File: src/rtl/core/swmc_pkg.sv
package swmc_pkg;

    localparam int MAX_WINDOW_DEF = 1024;

    localparam int WINDOW_W = 11;
    localparam int CFG_DATA_W = 11;
    localparam int CFG_INDEX_W = 2;
    localparam int TYPE_W = 3;
    localparam int VALUE_W = 64;
    localparam int COUNT_W = 11;

    typedef enum logic [CFG_INDEX_W-1:0] {
        CFG_WINDOW_LENGTH = 2'd0,
        CFG_COUNT_PRESENT = 2'd1,
        CFG_EMIT_PARTIAL  = 2'd2,
        CFG_ELEMENT_TYPE  = 2'd3
    } t_cfg_index;

    localparam logic [TYPE_W-1:0] TYPE_INT     = 3'd0;
    localparam logic [TYPE_W-1:0] TYPE_REAL    = 3'd1;
    localparam logic [TYPE_W-1:0] TYPE_STRING  = 3'd2;
    localparam logic [TYPE_W-1:0] TYPE_COMPLEX = 3'd4;

    localparam logic [31:0] INT_NA_PATTERN = 32'h8000_0000;

    typedef struct packed {
        logic flag;
        logic drop;
        logic last;
        logic raw;
        logic na;
        logic count_present;
    } t_ctrl;

    function automatic logic is_nan(input logic [VALUE_W-1:0] bits);
        is_nan = (&bits[62:52]) && (|bits[51:0]);
    endfunction

endpackage

File: src/rtl/core/sliding_window_missing_count_core.sv
// Counts missing (or, when selected, present) elements over a trailing window of a
// streamed vector and gives one result per element, one element per clock cycle in
// steady state unless the output stalls; the rate is set by the flag ring, which
// takes one read and one write per element. A result passes the front's stage
// register, the queue and the output register, and the two-entry queue between the
// classifying front and the counting back lets the input keep flowing while a
// result waits at the output. The window length is taken at the first element of
// each vector, and all counting state clears after the element marked last. The
// user must write configuration only while no element is in flight (not enforced).
module sliding_window_missing_count_core #(
    parameter int MAX_WINDOW = swmc_pkg::MAX_WINDOW_DEF
) (
    input  logic                             i_clk,
    input  logic                             i_rst_n,
    input  logic                             i_in_valid,
    output logic                             o_in_stall,
    input  logic [swmc_pkg::VALUE_W-1:0]     i_value_bits,
    input  logic [swmc_pkg::VALUE_W-1:0]     i_imag_bits,
    input  logic                             i_string_missing,
    input  logic                             i_last,
    output logic                             o_out_valid,
    input  logic                             i_out_stall,
    output logic [swmc_pkg::COUNT_W-1:0]     o_window_count,
    output logic                             o_is_na,
    input  logic                             i_cfg_valid,
    output logic                             o_cfg_ready,
    input  logic [swmc_pkg::CFG_INDEX_W-1:0] i_cfg_index,
    input  logic [swmc_pkg::CFG_DATA_W-1:0]  i_cfg_data
);

    localparam int WIN_W  = $clog2(MAX_WINDOW + 1);
    localparam int CTRL_W = $bits(swmc_pkg::t_ctrl);
    localparam int Q_W    = CTRL_W + 1 + WIN_W;

    logic              q_full;
    logic              q_empty;
    logic              q_push;
    logic              q_pop;
    swmc_pkg::t_ctrl   front_ctrl;
    logic              front_rd_flag;
    logic [WIN_W-1:0]  front_seen;
    logic [Q_W-1:0]    q_out;
    swmc_pkg::t_ctrl   back_ctrl;
    logic              back_rd_flag;
    logic [WIN_W-1:0]  back_seen;

    assign back_ctrl    = swmc_pkg::t_ctrl'(q_out[Q_W-1 -: CTRL_W]);
    assign back_rd_flag = q_out[WIN_W];
    assign back_seen    = q_out[WIN_W-1:0];

    swmc_front #(
        .MAX_WINDOW (MAX_WINDOW),
        .WIN_W      (WIN_W)
    ) u_front (
        .i_clk            (i_clk),
        .i_rst_n          (i_rst_n),
        .i_in_valid       (i_in_valid),
        .o_in_stall       (o_in_stall),
        .i_value_bits     (i_value_bits),
        .i_imag_bits      (i_imag_bits),
        .i_string_missing (i_string_missing),
        .i_last           (i_last),
        .i_cfg_valid      (i_cfg_valid),
        .o_cfg_ready      (o_cfg_ready),
        .i_cfg_index      (i_cfg_index),
        .i_cfg_data       (i_cfg_data),
        .i_q_full         (q_full),
        .o_q_push         (q_push),
        .o_ctrl           (front_ctrl),
        .o_rd_flag        (front_rd_flag),
        .o_seen           (front_seen)
    );

    swmc_queue #(
        .WIDTH (Q_W)
    ) u_queue (
        .i_clk   (i_clk),
        .i_rst_n (i_rst_n),
        .i_push  (q_push),
        .i_data  ({front_ctrl, front_rd_flag, front_seen}),
        .o_full  (q_full),
        .i_pop   (q_pop),
        .o_data  (q_out),
        .o_empty (q_empty)
    );

    swmc_back #(
        .MAX_WINDOW (MAX_WINDOW),
        .WIN_W      (WIN_W)
    ) u_back (
        .i_clk          (i_clk),
        .i_rst_n        (i_rst_n),
        .i_q_empty      (q_empty),
        .o_q_pop        (q_pop),
        .i_ctrl         (back_ctrl),
        .i_rd_flag      (back_rd_flag),
        .i_seen         (back_seen),
        .o_out_valid    (o_out_valid),
        .i_out_stall    (i_out_stall),
        .o_window_count (o_window_count),
        .o_is_na        (o_is_na)
    );

endmodule

File: src/rtl/core/swmc_front.sv
module swmc_front #(
    parameter int MAX_WINDOW = swmc_pkg::MAX_WINDOW_DEF,
    parameter int WIN_W      = $clog2(MAX_WINDOW + 1)
) (
    input  logic                                i_clk,
    input  logic                                i_rst_n,
    input  logic                                i_in_valid,
    output logic                                o_in_stall,
    input  logic [swmc_pkg::VALUE_W-1:0]        i_value_bits,
    input  logic [swmc_pkg::VALUE_W-1:0]        i_imag_bits,
    input  logic                                i_string_missing,
    input  logic                                i_last,
    input  logic                                i_cfg_valid,
    output logic                                o_cfg_ready,
    input  logic [swmc_pkg::CFG_INDEX_W-1:0]    i_cfg_index,
    input  logic [swmc_pkg::CFG_DATA_W-1:0]     i_cfg_data,
    input  logic                                i_q_full,
    output logic                                o_q_push,
    output swmc_pkg::t_ctrl                     o_ctrl,
    output logic                                o_rd_flag,
    output logic [WIN_W-1:0]                    o_seen
);

    localparam int ADDR_W = (MAX_WINDOW > 1) ? $clog2(MAX_WINDOW) : 1;

    logic [swmc_pkg::WINDOW_W-1:0] r_cfg_window;
    logic                          r_cfg_present;
    logic                          r_cfg_partial;
    logic [swmc_pkg::TYPE_W-1:0]   r_cfg_type;

    logic [WIN_W-1:0]  r_seen;
    logic [WIN_W-1:0]  n_seen;
    logic [WIN_W-1:0]  r_win;
    logic [ADDR_W-1:0] r_wp;
    logic [ADDR_W-1:0] n_wp;

    logic              r_stage_valid;
    swmc_pkg::t_ctrl   r_stage_ctrl;
    logic [WIN_W-1:0]  r_stage_seen;
    logic              r_rd_flag;

    logic              r_ring [MAX_WINDOW];

    logic              accept;
    logic [WIN_W-1:0]  win_clamped;
    logic [WIN_W-1:0]  win_eff;
    logic [WIN_W-1:0]  wp_ext;
    logic [WIN_W-1:0]  seen_new;
    logic [ADDR_W-1:0] rd_addr;
    swmc_pkg::t_ctrl   ctrl;

    assign o_cfg_ready = 1'b1;
    assign o_in_stall  = r_stage_valid && i_q_full;
    assign accept      = i_in_valid && !o_in_stall;
    assign o_q_push    = r_stage_valid && !i_q_full;
    assign o_ctrl      = r_stage_ctrl;
    assign o_seen      = r_stage_seen;
    assign o_rd_flag   = r_rd_flag;

    always_comb begin
        if (r_cfg_window == '0) begin
            win_clamped = WIN_W'(1);
        end else if (32'(r_cfg_window) > 32'(MAX_WINDOW)) begin
            win_clamped = WIN_W'(MAX_WINDOW);
        end else begin
            win_clamped = WIN_W'(r_cfg_window);
        end
        win_eff = (r_seen == '0) ? win_clamped : r_win;

        ctrl.drop = r_seen >= win_eff;
        seen_new  = ctrl.drop ? r_seen : r_seen + WIN_W'(1);

        ctrl.raw  = 1'b0;
        case (r_cfg_type)
            swmc_pkg::TYPE_INT: begin
                ctrl.flag = i_value_bits[31:0] == swmc_pkg::INT_NA_PATTERN;
            end
            swmc_pkg::TYPE_REAL: begin
                ctrl.flag = swmc_pkg::is_nan(i_value_bits);
            end
            swmc_pkg::TYPE_STRING: begin
                ctrl.flag = i_string_missing;
            end
            swmc_pkg::TYPE_COMPLEX: begin
                ctrl.flag = swmc_pkg::is_nan(i_value_bits) || swmc_pkg::is_nan(i_imag_bits);
            end
            default: begin
                ctrl.flag = 1'b0;
                ctrl.raw  = 1'b1;
            end
        endcase

        ctrl.last          = i_last;
        ctrl.count_present = r_cfg_present;
        ctrl.na = !ctrl.raw && (seen_new < win_eff) && !i_last && !r_cfg_partial;

        wp_ext = WIN_W'(r_wp);
        if (wp_ext >= win_eff) begin
            rd_addr = ADDR_W'(wp_ext - win_eff);
        end else begin
            rd_addr = ADDR_W'(wp_ext + WIN_W'(MAX_WINDOW) - win_eff);
        end

        if (i_last) begin
            n_seen = '0;
            n_wp   = '0;
        end else begin
            n_seen = seen_new;
            n_wp   = (r_wp == ADDR_W'(MAX_WINDOW - 1)) ? '0 : r_wp + ADDR_W'(1);
        end
    end

    always_ff @(posedge i_clk) begin
        if (!i_rst_n) begin
            r_cfg_window <= swmc_pkg::WINDOW_W'(1);
            r_cfg_present <= 1'b0;
            r_cfg_partial <= 1'b0;
            r_cfg_type <= swmc_pkg::TYPE_INT;
        end else if (i_cfg_valid) begin
            case (swmc_pkg::t_cfg_index'(i_cfg_index))
                swmc_pkg::CFG_WINDOW_LENGTH: r_cfg_window <= i_cfg_data;
                swmc_pkg::CFG_COUNT_PRESENT: r_cfg_present <= i_cfg_data[0];
                swmc_pkg::CFG_EMIT_PARTIAL: r_cfg_partial <= i_cfg_data[0];
                swmc_pkg::CFG_ELEMENT_TYPE: r_cfg_type <= i_cfg_data[swmc_pkg::TYPE_W-1:0];
                default: r_cfg_window <= r_cfg_window;
            endcase
        end
    end

    always_ff @(posedge i_clk) begin
        if (!i_rst_n) begin
            r_seen <= '0;
            r_win <= WIN_W'(1);
            r_wp <= '0;
            r_stage_valid <= 1'b0;
        end else begin
            if (accept) begin
                r_seen <= n_seen;
                r_win <= win_eff;
                r_wp <= n_wp;
                r_stage_valid <= 1'b1;
            end else if (o_q_push) begin
                r_stage_valid <= 1'b0;
            end
        end
    end

    // The ring is read before it is written, so a full-length window sees the old flag.
    always_ff @(posedge i_clk) begin
        if (accept) begin
            r_ring[r_wp] <= ctrl.flag;
            r_rd_flag <= r_ring[rd_addr];
            r_stage_ctrl <= ctrl;
            r_stage_seen <= seen_new;
        end
    end

endmodule

File: src/rtl/core/swmc_queue.sv
module swmc_queue #(
    parameter int WIDTH = 8
) (
    input  logic             i_clk,
    input  logic             i_rst_n,
    input  logic             i_push,
    input  logic [WIDTH-1:0] i_data,
    output logic             o_full,
    input  logic             i_pop,
    output logic [WIDTH-1:0] o_data,
    output logic             o_empty
);

    logic [WIDTH-1:0] r_mem [2];
    logic             r_wr_ptr;
    logic             r_rd_ptr;
    logic [1:0]       r_count;

    assign o_full  = r_count == 2'd2;
    assign o_empty = r_count == 2'd0;
    assign o_data  = r_mem[r_rd_ptr];

    always_ff @(posedge i_clk) begin
        if (!i_rst_n) begin
            r_wr_ptr <= 1'b0;
            r_rd_ptr <= 1'b0;
            r_count <= 2'd0;
        end else begin
            if (i_push) begin
                r_wr_ptr <= !r_wr_ptr;
            end
            if (i_pop) begin
                r_rd_ptr <= !r_rd_ptr;
            end
            if (i_push && !i_pop) begin
                r_count <= r_count + 2'd1;
            end else if (i_pop && !i_push) begin
                r_count <= r_count - 2'd1;
            end
        end
    end

    always_ff @(posedge i_clk) begin
        if (i_push) begin
            r_mem[r_wr_ptr] <= i_data;
        end
    end

endmodule

File: src/rtl/core/swmc_back.sv
module swmc_back #(
    parameter int MAX_WINDOW = swmc_pkg::MAX_WINDOW_DEF,
    parameter int WIN_W      = $clog2(MAX_WINDOW + 1)
) (
    input  logic                             i_clk,
    input  logic                             i_rst_n,
    input  logic                             i_q_empty,
    output logic                             o_q_pop,
    input  swmc_pkg::t_ctrl                  i_ctrl,
    input  logic                             i_rd_flag,
    input  logic [WIN_W-1:0]                 i_seen,
    output logic                             o_out_valid,
    input  logic                             i_out_stall,
    output logic [swmc_pkg::COUNT_W-1:0]     o_window_count,
    output logic                             o_is_na
);

    logic [WIN_W-1:0]            r_total;
    logic [WIN_W-1:0]            total_new;
    logic [WIN_W-1:0]            count;
    logic                        r_out_valid;
    logic [swmc_pkg::COUNT_W-1:0] r_window_count;
    logic                        r_is_na;

    assign o_q_pop        = !i_q_empty && (!r_out_valid || !i_out_stall);
    assign o_out_valid    = r_out_valid;
    assign o_window_count = r_window_count;
    assign o_is_na        = r_is_na;

    always_comb begin
        total_new = r_total - WIN_W'(i_ctrl.drop && i_rd_flag) + WIN_W'(i_ctrl.flag);
        if (i_ctrl.raw || i_ctrl.na) begin
            count = '0;
        end else if (i_ctrl.count_present) begin
            count = i_seen - total_new;
        end else begin
            count = total_new;
        end
    end

    always_ff @(posedge i_clk) begin
        if (!i_rst_n) begin
            r_total <= '0;
            r_out_valid <= 1'b0;
        end else begin
            if (o_q_pop) begin
                r_total <= i_ctrl.last ? '0 : total_new;
                r_out_valid <= 1'b1;
            end else if (!i_out_stall) begin
                r_out_valid <= 1'b0;
            end
        end
    end

    always_ff @(posedge i_clk) begin
        if (o_q_pop) begin
            r_window_count <= swmc_pkg::COUNT_W'(count);
            r_is_na <= i_ctrl.na;
        end
    end

endmodule
File: config.mk
export PLATFORM = sky130hd
export DESIGN_NAME = sliding_window_missing_count_core
export DESIGN_NICKNAME = d
export VERILOG_FILES = /design/src/rtl/core/swmc_pkg.sv /design/src/rtl/core/sliding_window_missing_count_core.sv /design/src/rtl/core/swmc_front.sv /design/src/rtl/core/swmc_queue.sv /design/src/rtl/core/swmc_back.sv
export SDC_FILE = /design/constraint.sdc
export NUM_CORES = 2
export LEC_CHECK = 0
export BUFFER_PORTS_ARGS = -buffer_cell sky130_fd_sc_hd__buf_4
export CORE_ASPECT_RATIO = 0.7
export CORE_MARGIN = 2
export CORE_UTILIZATION = 49
export CTS_CLUSTER_DIAMETER = 200
export DETAILED_ROUTE_END_ITERATION = 7
export PLACE_DENSITY_LB_ADDON = 0.08
export SLEW_MARGIN = 20
export SYNTH_ARGS = -nofsm -noshare
export SYNTH_HDL_FRONTEND = slang
export SYNTH_SLANG_ARGS = --single-unit
export TNS_END_PERCENT = 30
File: constraint.sdc
create_clock -name i_clk -period 162 [get_ports i_clk]
set_input_delay 8.1 -clock i_clk [delete_from_list [all_inputs] [get_ports i_clk]]
set_output_delay 8.1 -clock i_clk [all_outputs]
set_load 0.05 [all_outputs]
==> flow_summary.json <==
{
  "status": "completed",
  "slew_viol_final": 0,
  "power.density_nw_per_um2": 13.1,
  "cp.arrival_ns": 12.24,
  "required_ns": 162.37,
  "utilization_pct": 55.2,
  "cts_tree": "built",
  "grt_first_pass_wirelength_um": 205000,
  "n_fill_cell": 8848,
  "synth-compound-area-share_pct": 3.06,
  "port_buffers": 159,
  "reg2reg_from": "u_front.r_seen[0]",
  "min_to": "u_queue.r_mem[0][3]",
  "pre_cts_slack_ns": 149.52,
  "syn_to_final_growth_pct": 11.2,
  "stdcell_area_um2": 57800,
  "post_cts_buffers": 0,
  "core_area_um2": 105000,
  "ys_types": 73,
  "synth_top_family_by_area": "multiplexers",
  "clkPwrFrac_pct": 32.7,
  "yosys_register_bits": 1156,
  "power_frac_seq_pct": 44.0,
  "grt_max_degree": 258,
  "yosysWarnings": 0,
  "p_comb_share_pct": 23.4,
  "path_buf_inv": 4,
  "rows": 99,
  "synth_fp_nets": 4075,
  "path_common_cell": "buf_4",
  "synth_area_um2": 52000,
  "start_util_pct": 49.6,
  "ant_nets": 0,
  "synth_edf_count": 1090,
  "die_x_um": 393,
  "yosysSeqAreaShare_pct": 65.5,
  "switching_share_pct": 29.4,
  "crit_family": "buffers and inverters",
  "antenna_found_initial": 3,
  "drc_errors": 0,
  "drt_iter0_markers": 3531,
  "path_max_fanout": 106,
  "startpoint": "i_value_bits[18]",
  "clk_path_buf_depth": 3,
  "drt-pass1-iter-count": 5,
  "ff2ff_path_depth": 21,
  "cts.reportedPaths.clkPinSlew_ns": 0.06,
  "post-dp-hpwl_um": 73300,
  "tightest_slew_ns": 1.15,
  "first_global_vias": 31272,
  "synth_xor_area_share_pct": 0.689,
  "finalWeightedCongestion": 0.826,
  "maxCapViolations": 0,
  "muxShareOfSynthArea_pct": 13.1,
  "post_drt_wl_per_cell_um": 25.8,
  "holdPathStages": 0,
  "vias_per_cell": 5.96,
  "rsz0062_at_grt": "no",
  "tns_ns": 0,
  "synth_cells": 3869,
  "min_path_type": "reg -> reg",
  "p_leak_nw": 16.2,
  "setup_viol": 0,
  "relSlewSlack_pct": 23.0,
  "max_stage_delay_ns": 0.84,
  "synthAdderAreaFrac_pct": 1.52,
  "critPathKind": "in -> reg",
  "hold_violations": 0,
  "worst_path_max_delay_cell": "buf_4",
  "cts.sinks": 1156,
  "dieArea_um2": 109000,
  "root_buffer": "clkbuf_16",
  "clkLatencyLatePin_ns": 0.73,
  "gr-total-overflow": 0,
  "ir_worst_vdd_uv": 10.0,
  "numCtsBuffers": 110,
  "period_share_pct": 7.32,
  "synth_simple_gate_area_share_pct": 13.1,
  "via_count": 32054,
  "ys.flop_type": "edfxtp_1",
  "dpl-instance-area_um2": 54300,
  "async_flop_share_pct": 0,
  "cp_cell_sequence": "buf_4 -> or4_1 -> nor4_1 -> nand4_1 -> nand3b_1 -> o21a_1 -> o32ai_4 -> buf_4 -> buf_4 -> buf_4",
  "final_nets": 4074,
  "fp.dieH_um": 276,
  "p_sw_w": 0.000223,
  "max_freq_mhz": 84.3,
  "drt_wl_total_um": 139000,
  "io_pins": 163,
  "setup_slack_ns": 150.13,
  "finalWorstPathRequiredPeriod_ns": 11.87,
  "grt_usage_pct": 25.5,
  "syn_avg_cell_area_um2": 13.4,
  "drive_gt1_share_pct": 18.8,
  "hold_start": "u_front.o_seen[3]",
  "crit-reg2reg-capture": "u_front.o_rd_flag",
  "p_total_w": 0.000757,
  "r2r_setup_slack_ns": 154.20,
  "endpoint_kind": "flop",
  "critPathLaunchType": "primary input",
  "htreeDepth": 3,
  "holdBufCountCts": 0,
  "clock_skew_ns": 0.0461,
  "power.internal_w": 0.000534,
  "ctsResizeCount": 0
}
[sequential cells by signal, summed over array words and instances (netlist names), 11 cells and up, named ones only]
name,cells
u_back.o_window_count,11
u_back.r_total,11
u_front.o_seen,11
u_front.r_cfg_window,11
u_front.r_ring,1024
u_front.r_seen,11
u_front.r_win,11
u_queue.r_mem,36
[placed cells by master (no fill, tap or decap), types with 8 or more instances in the layout]
cell          n
a21oi_1      45
clkbuf_1     31
o21ai_0      87
nor2b_1      10
nand2_1     109
mux2_2       14
buf_4       228
or3_1        11
edfxtp_1   1090
a32oi_1       9
a21o_1       11
nor3_1       22
and3_1       15
mux2i_1      69
inv_1        53
xnor2_1      21
nand2_2      55
nand4_1      62
xor2_1       16
clkinv_2     18
clkinv_1     31
ha_1         54
nor3b_1       8
a31oi_1       8
nor2_1     1121
o211ai_1      9
a211oi_1     16
mux4_2      264
nor4_1       26
dfxtp_1      66
a22oi_1      15
clkbuf_16   111
nand3_1     125
[worst register-to-register path, cell delays in order, from the launching register on]
cell,delay (ns)
dfxtp_1,0.37
inv_1,0.18
ha_1,0.18
nor2b_1,0.21
nand3_1,0.58
nor3_1,0.43
a21oi_1,0.15
inv_1,0.17
ha_4,0.15
inv_1,0.05
fa_4,1.26
buf_4,0.87
buf_4,0.94
mux4_2,0.47
nand3_1,0.10
nand4_1,0.13
nand4_1,0.24
mux2i_1,0.15
mux2i_1,0.27
mux2i_1,0.13
mux2i_1,0.35
mux2i_1,0.17
[cells in the mapped netlist (all sizes together), types with 14 or more instances]
library cell     n  area (um^2)
nor2          1123         4220
edfxtp        1090        32700
clkbuf         292         1100
mux4           264         5950
nand2          167          643
nand3          125          626
o21ai           89          445
mux2i           69          691
dfxtp           66         1320
nand4           62          388
ha              55          688
inv             54          203
buf             52          279
a21oi           47          243
nor4            28          188
nor3            23          115
xnor2           23          209
a211oi          19          148
xor2            17          149
a22oi           15          113
and3            15         93.8
mux2            14          158
[routing by layer]
layer  up-vias  part of all wire [%]  wire [um]  GRT usage (%)
met3       173                   8.1      11200           4.68
met2      1110                    45      62700           38.4
li1      14164                     -          -              -
met1     16607                    45      61800           38.8
met5         -                     0          0              0
met4         0                   2.1       2850           5.72
[cells by family after synthesis]
kind of cell	count (synthesis)
AOI/OAI and AO/OA	248
and+or+nand+nor	1616
DFF	1156
adders and majority gates	62
other	1
buffers and inverters	399
xor gates and xnor gates	40
muxes	347
[per-stage QoR]
stage	hold WS (ns)	instances
finish	0.444	5374
global route	0.457	5373
CTS	0.446	5372
detailed placement	0.432	5169
global placement	0.424	5169
floorplan	0.408	3869
[final cells by class]
cell class | instances | area, um^2 | share of cell area (%)
Tap cell | 1414 | 1770 | 3.06
Multi-Input combinational cell | 2314 | 16600 | 28.7
Clock inverter | 60 | 465 | 0.805
Timing Repair Buffer | 231 | 1780 | 3.08
Inverter | 55 | 208 | 0.359
Clock buffer | 143 | 2910 | 5.03
Antenna cell | 1 | 2.50 | 0.00433
Sequential cell | 1156 | 34100 | 58.9
[worst max path at each step]
stage	to	slack, ns	cells after the start
6_report	u_front.r_ring[420]	150.13	10
2_1_floorplan	u_front.o_ctrl[5]	102.73	6
5_1_grt	u_front.r_ring[422]	149.96	10
4_1_cts	u_front.r_ring[443]	150.26	10
3_5_place_dp	u_front.r_ring[362]	149.52	10
3_3_place_gp	u_front.r_ring[362]	149.52	10
[power groups by stage]
stage | sequential [W] | combinational, W | clock, W
floorplan | 0.000348 | 0.000122 | 0
global placement | 0.000340 | 0.000176 | 0
detailed placement | 0.000340 | 0.000177 | 0
CTS | 0.000333 | 0.000178 | 0.000252
global route | 0.000334 | 0.000195 | 0.000263
finish | 0.000333 | 0.000177 | 0.000247
No activity file was read; power rests on OpenSTA's default activity.
